<file path="src/rtl/banded_diagonal_match_mask_macros.svh">
// Assertion macros for the banded diagonal match mask block.
// Expects i_clk and i_rst_n in the scope where a macro is used.
`ifndef BANDED_DIAGONAL_MATCH_MASK_MACROS_SVH
`define BANDED_DIAGONAL_MATCH_MASK_MACROS_SVH

// Same-cycle implication.
`define BDM_ASSERT_SAME(lbl, ante, cons) \
    lbl: assert property (@(posedge i_clk) disable iff (!i_rst_n) (ante) |-> (cons)) \
        else $error("same-cycle check failed");

// Next-cycle implication.
`define BDM_ASSERT_NEXT(lbl, ante, cons) \
    lbl: assert property (@(posedge i_clk) disable iff (!i_rst_n) (ante) |=> (cons)) \
        else $error("next-cycle check failed");

`endif

</file>
<file path="src/rtl/bdm_pkg.sv">
// Shared types and constants for the banded diagonal match mask block.
// No dependencies; used by bdm_cell and banded_diagonal_match_mask.
package bdm_pkg;

    localparam int MAX_DIAG_DEF    = 64;
    localparam int SCORE_WIDTH_DEF = 16;

    localparam int COST_W  = 16;
    localparam int ROW_W   = 15;
    localparam int COUNT_W = 16;
    localparam int USED_W  = 7;
    localparam int MASK_W  = 64;
    localparam int CFG_IDX_W  = 2;
    localparam int CFG_DATA_W = 16;

    localparam logic [ROW_W-1:0] ROW_MAX = '1;

    localparam logic [CFG_IDX_W-1:0] CFG_MATCH_SCORE    = 2'd0;
    localparam logic [CFG_IDX_W-1:0] CFG_MISMATCH_SCORE = 2'd1;
    localparam logic [CFG_IDX_W-1:0] CFG_KEEP_LENGTH    = 2'd2;
    localparam logic [CFG_IDX_W-1:0] CFG_DIAGONALS_USED = 2'd3;

    typedef struct packed {
        logic       valid;
        logic [1:0] base;
    } t_tap;

    typedef struct packed {
        logic                     accept;
        logic                     clear;
        logic [1:0]               second_base;
        logic                     second_valid;
        logic [COUNT_W-1:0]       item_count;
        logic [USED_W-1:0]        used;
        logic signed [COST_W-1:0] match_score;
        logic signed [COST_W-1:0] mismatch_score;
        logic [ROW_W-1:0]         keep_length;
    } t_cell_ctrl;

endpackage

</file>
<file path="src/rtl/bdm_cell.sv">
// One diagonal cell: delay tap, running score, run start and best run.
// Depends on bdm_pkg; instantiated once per diagonal 1 to MAX_DIAG-1 by the top level.
module bdm_cell #(
    parameter int DIAG        = 1,
    parameter int SCORE_WIDTH = bdm_pkg::SCORE_WIDTH_DEF
) (
    input  logic                i_clk,
    input  logic                i_rst_n,
    input  bdm_pkg::t_cell_ctrl i_ctrl,
    input  bdm_pkg::t_tap       i_tap,
    output bdm_pkg::t_tap       o_tap,
    output logic                o_keep
);
    import bdm_pkg::*;

    localparam int SUM_W = ((SCORE_WIDTH > COST_W) ? SCORE_WIDTH : COST_W) + 2;
    localparam int SC_W  = SCORE_WIDTH - 1;
    localparam logic [SC_W-1:0] SMAX = '1;

    t_tap             r_tap, n_tap;
    logic [SC_W-1:0]  r_score, n_score;
    logic [ROW_W-1:0] r_start, n_start;
    logic [ROW_W-1:0] r_best, n_best;

    logic                     w_en;
    logic                     w_hit;
    logic signed [COST_W-1:0] w_cost;
    logic signed [SUM_W-1:0]  w_sum;
    logic [COUNT_W-1:0]       w_row_full;
    logic [ROW_W-1:0]         w_row;
    logic [ROW_W-1:0]         w_start_eff;
    logic [ROW_W:0]           w_run_full;
    logic [ROW_W-1:0]         w_run;

    assign w_en   = USED_W'(DIAG) < i_ctrl.used;
    assign w_hit  = i_ctrl.accept && w_en && r_tap.valid && i_ctrl.second_valid &&
                    (i_ctrl.item_count >= COUNT_W'(DIAG));
    assign w_cost = (r_tap.base == i_ctrl.second_base) ? i_ctrl.match_score
                                                        : i_ctrl.mismatch_score;
    assign w_sum  = SUM_W'({1'b0, r_score}) + SUM_W'(w_cost);

    assign w_row_full  = i_ctrl.item_count - COUNT_W'(DIAG);
    assign w_row       = (w_row_full > COUNT_W'(ROW_MAX)) ? ROW_MAX : w_row_full[ROW_W-1:0];
    assign w_start_eff = (r_start == '0) ? w_row : r_start;
    assign w_run_full  = (w_row >= w_start_eff) ?
                         ({1'b0, w_row} - {1'b0, w_start_eff} + (ROW_W+1)'(1)) : '0;
    assign w_run       = w_run_full[ROW_W] ? ROW_MAX : w_run_full[ROW_W-1:0];

    always_comb begin
        n_tap   = r_tap;
        n_score = r_score;
        n_start = r_start;
        n_best  = r_best;
        if (i_ctrl.accept) begin
            n_tap = i_tap;
        end
        if (w_hit) begin
            if (w_sum <= 0) begin
                n_score = '0;
                n_start = '0;
            end else begin
                n_score = (w_sum > SUM_W'({1'b0, SMAX})) ? SMAX : w_sum[SC_W-1:0];
                n_start = w_start_eff;
                if (w_run > r_best) begin
                    n_best = w_run;
                end
            end
        end
        o_keep = w_en && (n_best >= i_ctrl.keep_length);
        if (i_ctrl.clear) begin
            n_tap   = '0;
            n_score = '0;
            n_start = '0;
            n_best  = '0;
        end
    end

    always_ff @(posedge i_clk) begin
        if (!i_rst_n) begin
            r_tap   <= '0;
            r_score <= '0;
            r_start <= '0;
            r_best  <= '0;
        end else begin
            r_tap   <= n_tap;
            r_score <= n_score;
            r_start <= n_start;
            r_best  <= n_best;
        end
    end

    assign o_tap = r_tap;

endmodule

</file>
<file path="config.mk">
export PLATFORM = sky130hd
export DESIGN_NAME = bdm_cell
export DESIGN_NICKNAME = d
export VERILOG_FILES = /design/src/rtl/banded_diagonal_match_mask_macros.svh /design/src/rtl/bdm_pkg.sv /design/src/rtl/bdm_cell.sv
export SDC_FILE = /design/constraint.sdc
export NUM_CORES = 1
export LEC_CHECK = 0
export ABC_AREA = 1
export BUFFER_PORTS_ARGS = -buffer_cell sky130_fd_sc_hd__buf_2
export CORE_UTILIZATION = 50
export DETAILED_ROUTE_END_ITERATION = 8
export PLACE_DENSITY = 0.79
export SYNTH_ARGS = -nofsm -noshare
export SYNTH_HDL_FRONTEND = slang
export SYNTH_SLANG_ARGS = --single-unit
export TNS_END_PERCENT = 5
</file>
<file path="constraint.sdc">
create_clock -name i_clk -period 9 [get_ports i_clk]
set_input_delay 0.45 -clock i_clk [delete_from_list [all_inputs] [get_ports i_clk]]
set_output_delay 0.45 -clock i_clk [all_outputs]
set_load 0.02 [all_outputs]
</file>
== Yosys cells after proc, flatten, opt, wreduce, memory -nomap -nowiden ==
Index checks and enable logic that the tools add are counted.
Word-level totals
  register bits after elaboration: 48
  output and inout port bits: 4
  word-level logic and storage cells: 37
Cells by class
  add/subtract/negate cells: 4
  magnitude comparators: 8
  equality and inequality tests: 1
  muxes and demuxes: 11
  bitwise operators: 1
  reduce and logical (&&, ||, !) cells: 7
Operator list (count)
  two-way mux 15 bit: 9
  two-way mux 16 bit: 2
  greater-or-equal comparator 15 bit: 2
  > comparator 18 x 15 -> 1 bit (second input constant): 1
  adder 16 x 16 -> 17 bit: 1
  <= comparator 17 x 1 -> 1 bit (second input constant): 1
  adder 16 x 1 -> 16 bit (second input constant): 1
  greater-or-equal comparator 16 x 1 -> 1 bit (second input constant): 1
  > comparator 16 x 15 -> 1 bit (second input constant): 1
  subtractor 15 x 15 -> 16 bit: 1
  subtractor 16 x 1 -> 16 bit (second input constant): 1
  > comparator 15 bit: 1
  logical NOT 15 bit: 1
  less-than comparator 1 x 7 -> 1 bit (first input constant): 1
  logical AND 1 bit: 5
  equality test 2 bit: 1
  OR reduction 2 bit: 1
  NOT 1 bit: 1

== Logic depth before layout (Yosys ltp) ==
  depth after elaboration: 14
  mapped depth: 49

== Worst setup path after synthesis ==
No wires, ideal clock.
  path kind: input to output
  start point: in i_ctrl[55] (netlist bit)
  end point: out o_keep
  data arrival time: 6.142 ns
  required time: 8.550 ns
  slack: 2.408 ns
  cell stages on the path: 48
  cell sequence: nor2_1 nand2_1 nor2_4 nand2_2 nand2_4 nand2_4 inv_4 nand2_1 a21oi_1 ha_1 inv_1 fa_1 inv_1 nand2_1 o21ai_0 nand3_1 nand3_1 nand2_1 (+12 left out) nor2_1 nor2_1 nand2_1 nor2_4 buf_6 nand3_2 nand2_1 ha_1 nand2_1 nor2_1 a211oi_1 o221ai_1 nand2_1 nand4_1 nand4_1 inv_1 o21ai_0 inv_1
Between the ends
  cells in the longest elaborated chain, start to end: 14
Ends and longest elaborated chain
  from (decl): line bdm_cell.sv:9  | input bdm_pkg::t_cell_ctrl i_ctrl,
  subtractor 16 x 1 -> 16 bit: line bdm_cell.sv:42  | assign w_row_full = i_ctrl.item_count - COUNT_W'(DIAG);
  > comparator 16 x 15 -> 1 bit: line bdm_cell.sv:43  | assign w_row = (w_row_full > COUNT_W'(ROW_MAX)) ? ROW_MAX : w_row_full[ROW_W-1:0];
  two-way mux 15 bit: line bdm_cell.sv:43
  two-way mux 15 bit: line bdm_cell.sv:44  | assign w_start_eff = (r_start == '0) ? w_row : r_start;
  subtractor 15 x 15 -> 16 bit: line bdm_cell.sv:46  | ({1'b0, w_row} - {1'b0, w_start_eff} + (ROW_W+1)'(1)) : '0;
  adder 16 x 1 -> 16 bit: line bdm_cell.sv:46
  two-way mux 16 bit: line bdm_cell.sv:45  | assign w_run_full = (w_row >= w_start_eff) ?
  two-way mux 15 bit: line bdm_cell.sv:47  | assign w_run = w_run_full[ROW_W] ? ROW_MAX : w_run_full[ROW_W-1:0];
  > comparator 15 bit: line bdm_cell.sv:64  | if (w_run > r_best) begin
  two-way mux 15 bit: line bdm_cell.sv:64
  two-way mux 15 bit: line bdm_cell.sv:58  | if (w_sum <= 0) begin
  two-way mux 15 bit *: line bdm_cell.sv:57  | if (w_hit) begin
  greater-or-equal comparator 15 bit *: line bdm_cell.sv:69  | o_keep = w_en && (n_best >= i_ctrl.keep_length);
  logical AND 1 bit *: line bdm_cell.sv:69
  to (decl): line bdm_cell.sv:12  | output logic o_keep
Mark *: on every way between the ends. The rest lies on a longest branch, timed or not.

== Worst setup path in the final report ==
  start point: in i_ctrl[60] (netlist bit)
  end point: out o_keep
The elaborated chain is that of the path after synthesis.

==> results.yml <==
place:
  hpwl_mm: 10.7
  place.gp.congestion: 0.894
  port_buffers: 82
detailed_routing:
  drt-pass1-iter-count: 5
  post-route-drc-count: 0
  viasPerCell: 5.11
  via_count: 5741
  finalWirelength_mm: 13.2
  wl_per_cell_um: 11.7
  ant_nets: 0
  drtIter0Drc: 277
cts:
  holdBufCountCts: 0
  clock_latency_ns: 0.30
  tritoncts: "done"
  cts-root-buf: "clkbuf_16"
  path_clk_slew_ns: 0.07
  cts_resized: 0
  h-tree-depth: 2
  numCtsBuffers: 5
  cts_buffer_depth: 2
  post-cts-setup-buffers: 0
  clock-sinks: 48
sta:
  drv_slew: 0
  maxSlewHeadroom_pct: 60.2
  min_period_ns: 7.69
  fin_crit_sh_pct: 85.5
  hold-worst-slack_ns: 0.403
  worst_slew_pin_slew_ns: 0.597
  setup-violations-final: 0
  rsz0062_at_grt: "false"
  tns_ns: 0
  max_freq_ghz: 0.130
  hold_viol: 0
  fin_skew_ns: 0.00448
synth:
  synth_fa_ha_area_share_pct: 18.0
  synth_area_leaders: "dfxtp_1 16%, ha_1 16%, nand2_1 16%"
  synth_xor_area_share_pct: 4.33
  yosysWarnings: 0
  synth_top_family_by_area: "simple AND/OR/NAND/NOR gates"
  syn_inst: 907
  synth-seq-cells: 48
  synth_commonest_cells: "243 x nand2_1, 144 x inv_1, 87 x a21oi_1"
  ys_seq_area_share_pct: 16.4
  synth-async-reset-ratio_pct: 0
  synth.distinct_cells: 50
  synth_compound_area_share_pct: 14.0
  syn-num-nets: 1068
  yosys_most_used_dff: "dfxtp_1"
  synth_mux_area_share_pct: 2.88
  yosysTopAreaCell: "dfxtp_1"
  synth_edf_count: 0
  synth-simple-area-share_pct: 33.1
  yosysTopAreaCellShare_pct: 16.4
  syn_area_mm2: 0.00587
  synth_area_per_cell_um2: 6.47
  synth.most_common_cell: "nand2_1"
global_route:
  grt_max_degree: 46
  antenna_found_initial: 0
  gr-total-overflow: 0
  grt_pass1_wl_mm: 22.3
  grtUsageTotal_pct: 22.8
  grt_pass1_vias: 5158
layout:
  multi_input_area_mm2: 0.00424
  drive_gt1_share_pct: 16.3
  num_antenna_cells: 0
  fillCellCount: 1153
  areaGrowthSynthToFinish_pct: 11.1
  post-route-util_pct: 57.1
  area.sequential_um2: 961
  nets: 1141
min_path:
  min_from: "i_tap[0]"
  hold_path.class: "primary input to register"
critical_path:
  cp-start-kind: "primary input"
  critical_path_class: "primary input to output pin"
  reg2reg_from: "r_start[11]"
  arrival_ns: 7.24
  crit_top_cell: "nand2_1"
  slowest_stage: "fa_1"
  cp.required_ns: 8.55
  r2r_slack_ns: 3.41
  cpPeakStageDelay_ns: 0.50
  crit_fanout: 15
  worstSetupEndpointType: "output pin"
  critical_path.startpoint: "i_ctrl[60]"
floorplan:
  rows: 39
  core_area_mm2: 0.0114
  dieArea_mm2: 0.0122
  die_w_um: 110
  io_pins: 84
  die_h_um: 110
  start_util_pct: 51.4
pwr:
  peakVddDrop_mv: 0.0705
  powerDensity_mw_per_mm2: 113
  p_leak_nw: 3.36
  power_w: 0.000740
job:
  cap_violations: 0
outcome:
  status: "complete, no violations"
[area by class of cell]
class,count,area share (%)
Multi-Input combinational cell,692,65.1
Sequential cell,48,14.7
Inverter,150,8.68
Timing Repair Buffer,83,6.41
Tap cell,143,2.74
Clock buffer,6,2.13
Clock inverter,2,0.230
[worst max-delay path, delay by kind of cell]
family          cells  cell delay, ns
simple gates       27            3.43
fa+ha+maj           3            1.05
buf+inv             9            0.81
compound gates      9            1.53
[metal layers]
metal  share of wire (%)  GRT usage, %  vias up
met3                 3.2          2.35       13
met4                 1.3          5.73        0
met1                  50          30.8     2515
li1                    -             -     3091
met2                  45          38.8      122
met5                   0             0        -
[kinds of logic (layout without fill, tap and decap cells)]
kind of cell | Yosys count | after routing
buf+inv | 167 | 241
compound gates | 145 | 145
xor+xnor | 29 | 29
simple gates | 422 | 422
mux | 15 | 15
flops | 48 | 48
fa+ha+maj | 81 | 81
[report_power, final]
group | switching, W | leakage [nW] | internal [W]
combinational | 0.000201 | 2.90 | 0.000126
clock | 0.0000885 | 0.0691 | 0.000111
sequential | 0.000000699 | 0.387 | 0.000213
total | 0.000290 | 3.36 | 0.000450
[worst paths after layout]
path,end,cells after the start
worst max-delay path,o_keep,48
worst min-delay path,o_tap[0],3
worst max register to register,r_best[2],32
worst min register to register,r_score[14],2
[through the flow]
step           std cells  instance area, um2  setup WS, ns
5_1_grt             1124                6520         0.418
6_report            1124                6520          1.31
3_3_place_gp        1116                6360          1.36
3_5_place_dp        1116                6360          1.24
2_1_floorplan        907                5870          2.41
4_1_cts             1124                6520          1.25
[sequential cells by signal, indices dropped and copies added, names as in the netlist]
| register | cells |
|---|---|
| r_best | 15 |
| r_start | 15 |
| o_tap | 3 |
| r_score | 15 |
[placed cells by master, fill, tap and decap left out, types with 13 or more instances in the layout]
cell type | Yosys | final
nand4_1 | 13 | 13
a21oi_1 | 87 | 87
mux2_2 | 15 | 15
nand3_2 | 13 | 13
inv_1 | 144 | 144
nand3_1 | 50 | 50
nor2_1 | 58 | 58
ha_1 | 75 | 75
nand2_1 | 243 | 243
buf_2 | 2 | 82
dfxtp_1 | 48 | 48
o21ai_0 | 20 | 20
xor2_1 | 21 | 21
Note: power is estimated with default switching activity, not from simulation.
